`src/rtl/vxrot_pkg.sv`:
```
// Shared types, constants and tables of the vertex axis rotation block.
package vxrot_pkg;

    // Fixed field widths
    localparam int ANGLE_WIDTH = 16;
    localparam int CORDIC_WIDTH = 32;
    localparam int ATAN_TABLE_SIZE = 24;

    // Angle units are 1/16 degree
    localparam int DEG_FULL_INT = 5760;
    localparam logic [13:0] DEG_FULL = 14'(DEG_FULL_INT);
    localparam logic [13:0] DEG_HALF = 14'd2880;
    localparam logic [13:0] DEG_QUARTER = 14'd1440;
    localparam logic [13:0] DEG_3QUARTER = 14'd4320;

    // CORDIC gain 0.60725293 in Q30
    localparam logic signed [CORDIC_WIDTH-1:0] CORDIC_GAIN_Q30 = 32'sd652032874;

    // Arctangent of 2^-i in 2^-24 degree
    localparam logic signed [CORDIC_WIDTH-1:0] ATAN_DEG24 [ATAN_TABLE_SIZE] = '{
        32'sd754974720, 32'sd445687602, 32'sd235489089, 32'sd119537938,
        32'sd60000934,  32'sd30029717,  32'sd15018523,  32'sd7509720,
        32'sd3754917,   32'sd1877466,   32'sd938734,    32'sd469367,
        32'sd234684,    32'sd117342,    32'sd58671,     32'sd29335,
        32'sd14668,     32'sd7334,      32'sd3667,      32'sd1833,
        32'sd917,       32'sd458,       32'sd229,       32'sd115
    };

    // Rotation axis codes
    typedef enum logic [1:0] {
        AXIS_X    = 2'd0,
        AXIS_Y    = 2'd1,
        AXIS_Z    = 2'd2,
        AXIS_PASS = 2'd3
    } axis_t;

    // Control that travels with each item down the pipeline
    typedef struct packed {
        logic  valid;
        logic  flip;
        axis_t axis;
    } cell_ctrl_t;

    // CORDIC working state: x, y in Q30, z in 2^-24 degree
    typedef struct packed {
        logic signed [CORDIC_WIDTH-1:0] x;
        logic signed [CORDIC_WIDTH-1:0] y;
        logic signed [CORDIC_WIDTH-1:0] z;
    } cordic_t;

    // Residue of (upper angle byte * 256) modulo a full turn
    typedef logic [12:0] hi_mod_tbl_t [256];

    function automatic hi_mod_tbl_t build_hi_mod_tbl();
        hi_mod_tbl_t tbl;
        int          v;
        for (int i = 0; i < 256; i++) begin
            v = (((i < 128) ? i : i - 256) * 256) % DEG_FULL_INT;
            if (v < 0) begin
                v = v + DEG_FULL_INT;
            end
            tbl[i] = 13'(v);
        end
        return tbl;
    endfunction

    localparam hi_mod_tbl_t HI_MOD_TBL = build_hi_mod_tbl();

endpackage

```
`src/rtl/vxrot_cordic_cell.sv`:
```
// One CORDIC micro-rotation cell of the sine and cosine chain.
module vxrot_cordic_cell #(
    parameter int CW        = 16,
    parameter int STAGE_IDX = 0
) (
    input  logic                  aclk,
    input  logic                  aresetn,
    input  logic                  en,
    input  vxrot_pkg::cell_ctrl_t ctrl_in,
    input  vxrot_pkg::cordic_t    st_in,
    input  logic [3*CW-1:0]       vtx_in,
    output vxrot_pkg::cell_ctrl_t ctrl_out,
    output vxrot_pkg::cordic_t    st_out,
    output logic [3*CW-1:0]       vtx_out
);
    import vxrot_pkg::*;

    logic            valid_reg;
    logic            flip_reg;
    axis_t           axis_reg;
    cordic_t         st_reg;
    cordic_t         st_next;
    logic [3*CW-1:0] vtx_reg;
    logic signed [CORDIC_WIDTH-1:0] dx;
    logic signed [CORDIC_WIDTH-1:0] dy;

    // Rotate toward zero residual angle with floor shifts
    always_comb begin
        dx = st_in.y >>> STAGE_IDX;
        dy = st_in.x >>> STAGE_IDX;
        if (!st_in.z[CORDIC_WIDTH-1]) begin
            st_next.x = st_in.x - dx;
            st_next.y = st_in.y + dy;
            st_next.z = st_in.z - ATAN_DEG24[STAGE_IDX];
        end else begin
            st_next.x = st_in.x + dx;
            st_next.y = st_in.y - dy;
            st_next.z = st_in.z + ATAN_DEG24[STAGE_IDX];
        end
    end

    always_ff @(posedge aclk) begin
        if (!aresetn) begin
            valid_reg <= 1'b0;
        end else if (en) begin
            valid_reg <= ctrl_in.valid;
        end
    end

    // Hand state and vertex to the next cell
    always_ff @(posedge aclk) begin
        if (en) begin
            flip_reg <= ctrl_in.flip;
            axis_reg <= ctrl_in.axis;
            st_reg   <= st_next;
            vtx_reg  <= vtx_in;
        end
    end

    assign ctrl_out = '{valid: valid_reg, flip: flip_reg, axis: axis_reg};
    assign st_out   = st_reg;
    assign vtx_out  = vtx_reg;

endmodule

```
`config.mk`:
```
export PLATFORM = sky130hd
export DESIGN_NAME = vxrot_cordic_cell
export DESIGN_NICKNAME = d
export VERILOG_FILES = /design/src/rtl/vxrot_pkg.sv /design/src/rtl/vxrot_cordic_cell.sv
export SDC_FILE = /design/constraint.sdc
export NUM_CORES = 1
export LEC_CHECK = 0
export ABC_AREA = 1
export BUFFER_PORTS_ARGS = -buffer_cell sky130_fd_sc_hd__clkbuf_2
export CAP_MARGIN = 20
export CORE_MARGIN = 2
export CORE_UTILIZATION = 35
export CTS_CLUSTER_DIAMETER = 40
export CTS_CLUSTER_SIZE = 12
export DETAILED_ROUTE_END_ITERATION = 7
export MAX_ROUTING_LAYER = met4
export PLACE_DENSITY = 0.52
export REMOVE_ABC_BUFFERS = 1
export SLEW_MARGIN = 20
export SYNTH_ARGS = -nofsm -noshare
export SYNTH_HDL_FRONTEND = slang
export SYNTH_SLANG_ARGS = --single-unit
```
`constraint.sdc`:
```
create_clock -name aclk -period 6.6 [get_ports aclk]
set_clock_uncertainty 0.2 [all_clocks]
set_input_delay 1.32 -clock aclk [delete_from_list [all_inputs] [get_ports aclk]]
set_output_delay 1.32 -clock aclk [all_outputs]
set_load 0.01 [all_outputs]
```
* Word-level counts from Yosys, hierarchy flattened
Index checks and enable logic that the tools add are counted.
** Storage, ports and cells
- Register bits after elaboration :: 148
- Input port bits :: 151
- Output and inout port bits :: 148
- Logic and storage cells :: 13
** Cells by class
- Add/subtract/negate cells :: 5
- Mux-type cells :: 1
** Operators with widths (count)
- $mux 96 :: 1
- $sub 32x32->32 :: 2
- $add 32x31->32 const B :: 1
- $add 32x32->32 :: 1
- $sub 32x31->32 const B :: 1

* Longest topological paths before layout
Gate-level depths: netlist (run 1).
- Depth in word-level cells :: 2
- Mapped depth :: 16
- Gate-level depth less buffers :: 15

* Least setup slack after synthesis (run 1)
No wires, ideal clock.
- Path type :: input port to flip-flop
- Start :: in st_in[31] (netlist name)
- End :: reg st_reg, in the netlist st_out[30] (data pin)
- Setup time :: 265 ps
- Data arrival time :: 2853 ps
- Data required time :: 6135 ps
- Path slack :: 3282 ps
- Stages on the path :: 9
- Path buffers :: 2
- Cell sequence :: clkbuf_1 > clkinv_1 > buf_2 > fa_1 > nand3_1 > nand2_1 > a21oi_1 > o21ai_0 > xor2_1
** RTL lines
- start: declaration :: line vxrot_cordic_cell.sv:10 : input vxrot_pkg::cordic_t st_in,
- end signal: assignment :: line vxrot_cordic_cell.sv:55 : st_reg <= st_next;
- end: declaration :: line vxrot_cordic_cell.sv:21 : cordic_t st_reg;

==> results.yml, run 1 <==
outcome:
  status: "finished, final reports clean"
synthesis:
  synth-compound-area-share_pct: 8.09
  synth_top_family_by_area: "simple AND/OR/NAND/NOR gates"
  synth_largest_area_cell: "edfxtp_1"
  netlist_area_sq_um: 11900
  synthTopCellsByArea: "edfxtp_1, nand2_1, ha_1"
  synth.area.mux_share_pct: 0.0843
  post-synth-top-count-cell: "nand2_1"
  yosys.area_share.simple_pct: 29.5
  synthTopCellsByCount: "nand2_1, inv_1, edfxtp_1"
  async_flop_share_pct: 0
  synth_xor_area_share_pct: 2.36
  yosysUniqueCellTypes: 39
  netlist_instances: 1655
  ys_ff_latch: 147
  synth_top_area_share_pct: 36.9
  synth_adder_area_share_pct: 11.2
  synth_edf_count: 146
  ys_seq_area_share_pct: 37.1
  synth_warnings: 0
  synth_flop_cell: "edfxtp_1"
  avgSynthCellArea_sq_um: 7.17
power_and_ir_drop:
  p_leak_nw: 7.63
  p_per_area_nw_per_um2: 223
  peakVddDrop_mv: 0.179
place:
  place_ws_ps: 2750
  dpl_cell_area_sq_um: 13700
  place.gp.congestion: 0.918
  dp_hpwl_um: 34300
  io_buffers: 298
grt:
  grt_usage_pct: 24.3
  antenna_found_initial: 1
  grt_first_pass_wirelength_um: 63400
  grt_pass1_vias: 11400
  grt_max_degree: 96
  overflow: 0
timing:
  fmax_ghz: 0.290
  rsz0062_at_grt: "false"
  worst_pin_slew_ps: 939
  drv_slew: 0
  fin_crit_ps: 3450
  tns_ps: 0
  period_share_pct: 52.3
  finalHoldViolations: 0
  worst_slack_ps: 3150
  setup_viol: 0
  maxSlewHeadroom_pct: 37.4
setup_path:
  path_max_fanout: 9
  endpoint_kind: "flip-flop"
  worstPathRequired_ps: 6550
  cp.arrival_ps: 3400
  worstSetupPathType: "input port to flip-flop"
  startpoint_type: "input port"
flow_run:
  drv_cap: 0
cts:
  postCtsSetupBuffers: 0
  cts_buffer_depth: 2
  cts_tree: "yes"
  cts_resized: 0
  htreeDepth: 4
  clk_pin_slew_ps: 70
  insertion_delay_ps: 430
  cts_buffers: 17
  ctsHoldBuffers: 0
  cts_sinks: 147
  root_buffer: "clkbuf_16"
layout:
  finalNetCount: 2187
  stdcell_area_sq_um: 14300
  final_util_pct: 42.8
  syn2layout_area_growth_pct: 20.4
  antenna_cells: 0
  largest_reg_flops: 95
  drive_gt1_share_pct: 17.9
drt:
  post-route-drc-count: 0
  dr_total_vias: 11600
  dr.pass1.iters: 5
  final_antenna_net_count: 0
  drt_iter0_markers: 704
  detail_route.vias_per_cell: 4.84
  post_drt_wl_per_cell_um: 17.5
  wirelength_um: 41900
die:
  core_sq_um: 33400
  dieArea_sq_um: 35400
  io_pins: 299
  start_util_pct: 35.5
  dieHeight_um: 188
  rows: 67
  dieWidth_um: 188
hold_path:
  hold_class: "flip-flop to flip-flop"
metal layers:
metal,routed length [um],GRT usage [%],up-vias
met5,0,-,-
met4,618,5.27,0
met3,2550,4.21,34
met2,20000,41.5,349
met1,18700,30.2,5396
li1,-,-,5792
layout make-up:
cell class | count | area [sq um]
Fill cell | 3537 | 19100
Sequential cell | 147 | 4400
Clock buffer | 17 | 425
Tap cell | 448 | 561
Inverter | 296 | 1110
Multi-Input combinational cell | 1169 | 6090
Timing Repair Buffer | 301 | 1520
Clock inverter | 15 | 188
worst paths after layout:
path              from         end  slack, ps  depth (start not counted)
max          st_in[34]  st_out[46]       3150                         13
min          valid_reg   valid_reg        350                          2
max reg2reg  valid_reg   valid_reg       5740                          2
min reg2reg  valid_reg   valid_reg        350                          2
stage by stage:
stage	total power [mW]	hold WS [ps]	std cells
after floorplan	1.74	355	1612
after global placement	2.13	331	2361
after detailed placement	2.13	346	2361
after CTS	3.21	360	2393
after global routing	3.36	420	2393
final	3.19	352	2393
worst max-delay path, stage by stage:
cell      delay [ps]
clkbuf_2         120
inv_1             50
ha_1             500
inv_1            210
nand2_1          110
nand2_1           90
nand3_1           80
nand2_1          120
nand2_1           90
nand3_1          270
xor2_1           260
nand2_1           80
o21ai_0          100
report_power, final:
group,internal (mW),switching [mW]
sequential,1.16,0.0290
clock,0.579,0.492
combinational,0.304,0.627
cells in the final DEF (no fill, tap or decap), types with 3 or more instances in the layout:
master       n
nand2_1    544
and2_1       3
inv_6        5
fa_1         4
xor2_1      31
inv_1      294
nor3_1       6
nand3_1    144
a21oi_1     83
o21ai_0     62
clkbuf_16   17
ha_1       100
buf_4        3
o21bai_1    16
o21ai_1      3
o22ai_1      4
clkbuf_2   297
nor2_1     126
edfxtp_1   146
nor2_2       3
nand4_1     18
inv_8        4
logic make-up after synthesis:
group,Yosys count
AOI/OAI and AO/OA,177
xor gates and xnor gates,32
adders and majority gates,104
buffers and inverters,339
DFF,147
muxes,1
and+or+nand+nor,855
Note: power is estimated with default switching activity, not from simulation.
==> run 2: changes to the inputs <==
clock period = 3.4 ns   (was 6.6 ns; I/O delays follow)
==> results.yml, run 2 (synthesis results as in run 1) <==
die:
  core_sq_um: 33400
  rows: 67
  dieArea_sq_um: 35400
  start_util_pct: 35.5
  dieWidth_um: 188
  dieHeight_um: 188
  io_pins: 299
drt:
  post-route-drc-count: 0
  wirelength_um: 41900
  post_drt_wl_per_cell_um: 17.5
  detail_route.vias_per_cell: 4.82
  dr_total_vias: 11600
  final_antenna_net_count: 0
  drt_iter0_markers: 733
  dr.pass1.iters: 5
layout:
  largest_reg_flops: 95
  stdcell_area_sq_um: 14400
  drive_gt1_share_pct: 18.1
  finalNetCount: 2193
  final-seq-area_sq_um: 4400
  multi_input_area_sq_um: 6090
  stdcell_count: 2399
  layout_commonest_cell: "nand2_1"
  layout_common_cells: "nand2_1, clkbuf_2, inv_1"
  nFillCells: 3539
  syn2layout_area_growth_pct: 20.9
  antenna_cells: 0
timing:
  worst_slack_ps: 613
  drv_slew: 0
  period_share_pct: 82.0
  holdWs_ps: 226
  fmax_ghz: 0.359
  maxSlewHeadroom_pct: 46.0
  fin_crit_ps: 2790
  setup_viol: 0
  worst_pin_slew_ps: 810
  finalHoldViolations: 0
  rsz0062_at_grt: "false"
cts:
  cts_buffers: 17
  cts_sinks: 147
  root_buffer: "clkbuf_16"
  cts_tree: "yes"
  ctsHoldBuffers: 0
  postCtsSetupBuffers: 0
  htreeDepth: 4
  cts_resized: 0
  cts_buffer_depth: 2
  insertion_delay_ps: 420
  clk_pin_slew_ps: 70
flow_run:
  drv_cap: 0
power_and_ir_drop:
  peakVddDrop_mv: 0.324
  total_power_mw: 6.14
  p_leak_nw: 7.66
  p_per_area_nw_per_um2: 428
setup_path:
  cpMostUsedCell: "nand2_1"
  critPathSlowestCell: "ha_1"
  path_max_fanout: 10
  critical-path-top-delay-family: "simple AND/OR/NAND/NOR gates"
  startpoint: "st_in[35]"
  worstPathRequired_ps: 3380
  slowest_delay_ps: 530
  worstSetupPathType: "input port to flip-flop"
  cp.arrival_ps: 2760
  worstPathCellList: "clkbuf_2, inv_1, ha_1, nand2_1, nor2_1, nand2_1, nand3_1, nand2_1, nand2_1, nand2_1, nand2_1, nand2_1, nand3_1, nand2_1"
  r2r_slack_ps: 2540
  endpoint_kind: "flip-flop"
  r2r_start: "valid_reg"
  worstPathBufferInverterCount: 2
  startpoint_type: "input port"
grt:
  grt_pass1_vias: 11000
  antenna_found_initial: 0
  grt_usage_pct: 24.1
  overflow: 0
  grt_max_degree: 70
  grt_first_pass_wirelength_um: 62800
place:
  place.gp.congestion: 0.913
  io_buffers: 298
  place_ws_ps: 202
  dpl_cell_area_sq_um: 13700
  dp_hpwl_um: 34800
  place_inst: 2367
hold_path:
  hold_class: "input port to flip-flop"
  hp-start: "st_in[7]"
outcome:
  status: "finished, final reports clean"
## run 2: changes by cell type in the layout (fill, tap and decap cells not counted), sizes merged
cell	delta
clkinv	-1
clkinvlp	+1
buf	+6
## run 2: stage by stage
step / util [%] / setup TNS [ps]
finish: 42.9 / 0
detailed placement: 41.1 / 0
global route: 42.9 / 0
global placement: 41.1 / 0
floorplan: - / -52.3
CTS: 42.9 / 0
## run 2: power by group
part / internal, mW / total (mW) / leakage [nW] / switching, mW
combinational: 0.598 / 1.82 / 5.93 / 1.22
clock: 1.12 / 2.02 / 0.297 / 0.900
sequential: 2.24 / 2.30 / 1.44 / 0.0578
total: 3.96 / 6.14 / 7.66 / 2.18
## run 2: cell type report
class | count | area share (%)
clock buffers | 17 | 2.96
well taps | 448 | 3.90
multi-input cells | 1169 | 42.4
repair buffers | 307 | 11.0
flip-flops and latches | 147 | 30.7
inverters | 296 | 7.74
clock inverters | 15 | 1.29
## run 2: worst paths after layout
| path | endpoint | cells past startpoint |
|---|---|---|
| worst max-delay path | st_out[93] | 14 |
| worst min-delay path | st_out[7] | 1 |
| worst max register to register | valid_reg | 2 |
| worst min register to register | valid_reg | 2 |
## run 2: per-layer routing
layer	GRT usage [%]	wire, um	vias to the layer above
met5	-	0	-
met4	5.27	626	0
met3	3.46	2380	28
met2	40.3	20000	378
met1	31.0	18900	5344
li1	-	-	5806
## run 2: worst register-to-register path, stage by stage, from the launching register on
cell and delay, ps:
dfxtp_1 310, o21ai_0 170, a21oi_1 60
==> run 3: changes to the inputs <==
PLACE_DENSITY = 0.55   (was 0.52)
clock period = 2.3 ns   (was 3.4 ns; I/O delays follow)
==> results.yml, run 3 (synthesis results as in run 1) <==
die:
  io_pins: 299
  start_util_pct: 35.5
  dieHeight_um: 188
  rows: 67
  dieWidth_um: 188
  dieArea_sq_um: 35400
  core_sq_um: 33400
drt:
  post_drt_wl_per_cell_um: 16.4
  drt_iter0_markers: 830
  dr.pass1.iters: 6
  final_antenna_net_count: 0
  wirelength_um: 44100
  detail_route.vias_per_cell: 4.68
  post-route-drc-count: 0
  dr_total_vias: 12600
cts:
  cts_tree: "yes"
  htreeDepth: 4
  cts_sinks: 147
  cts_buffer_depth: 2
  clk_pin_slew_ps: 70
  cts_buffers: 17
  root_buffer: "clkbuf_16"
  insertion_delay_ps: 430
hold_path:
  hold_depth: 1
  hold_class: "input port to flip-flop"
power_and_ir_drop:
  peakVddDrop_mv: 0.517
  seqPwrFrac_pct: 35.3
  sw_frac_of_total_pct: 35.2
  p_int_mw: 6.26
  power.switching_mw: 3.40
  pwr-share-comb_pct: 34.4
  p_per_area_nw_per_um2: 569
  total_power_mw: 9.66
  clockPowerShare_pct: 30.3
  p_leak_nw: 9.01
timing:
  setup_viol: 0
  holdWs_ps: 16.8
  rsz0062_at_grt: "true"
  finalHoldViolations: 0
  drv_slew: 0
  fin_crit_ps: 2250
  worst_slack_ps: 48.2
  fmax_ghz: 0.444
  maxSlewHeadroom_pct: 64.6
  period_share_pct: 97.9
  tns_ps: 0
  worst_pin_slew_ps: 531
layout:
  syn2layout_area_growth_pct: 43.0
  antenna_cells: 0
  layout_commonest_cell: "nand2_1"
  largest_reg_flops: 95
  finalNetCount: 2483
  final_util_pct: 50.7
  stdcell_count: 2689
  stdcell_area_sq_um: 17000
  layout_common_cells: "nand2_1, clkbuf_2, inv_1"
  drive_gt1_share_pct: 29.4
place:
  io_buffers: 298
  place_ws_ps: -493
  place.gp.congestion: 0.936
  place_inst: 2595
  dp_hpwl_um: 36100
  dpl_cell_area_sq_um: 15500
setup_path:
  path_depth: 15
  cpMostUsedCell: "nand2_1"
  cp.arrival_ps: 2220
  worstPathRequired_ps: 2260
  critical-path-top-delay-family: "simple AND/OR/NAND/NOR gates"
  endpoint_kind: "flip-flop"
  path_max_fanout: 4
  reg2reg_depth: 2
  slowest_delay_ps: 340
  worstPathBufferInverterCount: 5
  worstPathCellList: "clkbuf_2, inv_1, ha_1, buf_4, nand2_2, inv_1, nand2_1, nand3_2, nand2_1, nand2_1, nand2_1, buf_4, nand4_1, nand3_1, nand2_1"
  startpoint_type: "input port"
  worstSetupPathType: "input port to flip-flop"
  critPathSlowestCell: "ha_1"
grt:
  antenna_found_initial: 0
  grt_usage_pct: 25.3
  grt_first_pass_wirelength_um: 67000
  grt_pass1_vias: 12500
  overflow: 0
  grt_max_degree: 70
flow_run:
  drv_cap: 0
outcome:
  status: "finished, final reports clean"
==> run 3: per-layer routing <==
metal  up-vias  track usage (%)  routed length, um
li1       6389                -                  -
met1      5812             32.8              20300
met2       350             41.9              20900
met3        45             3.11               1990
met4         0             6.78                911
met5         -                -                  0
==> run 3: final cells by class <==
type,count,area (sq um)
clock buffer,17,425
clock inverter,15,184
fill,3303,16500
inverter,296,1110
multi-input combinational,1169,6340
sequential,147,4400
tap,448,561
timing repair buffer,597,3950
==> run 3: path summary, 6_finish.rpt <==
check,startpoint,endpoint,slack (ps)
max reg2reg,valid_reg,valid_reg,1440
min reg2reg,valid_reg,valid_reg,380
max,st_in[36],st_out[89],50
min,vtx_in[33],vtx_out[33],20
==> run 3: power by group through the flow <==
stage / clock, mW / combinational (mW) / sequential (mW)
finish: 2.93 / 3.32 / 3.41
global route: 3.13 / 3.67 / 3.44
CTS: 3.00 / 3.23 / 3.41
detailed placement: 0 / 3.12 / 3.47
global placement: 0 / 3.11 / 3.47
floorplan: 0 / 1.38 / 3.61
==> run 3: repair_timing <==
item,in CTS,in global routing
gates cloned,0,0
gates resized for setup,3,85
setup buffers,0,1
endpoints found under the hold margin,59,2
pin swaps,0,3
hold buffers,59,2
setup endpoints to repair,4,44
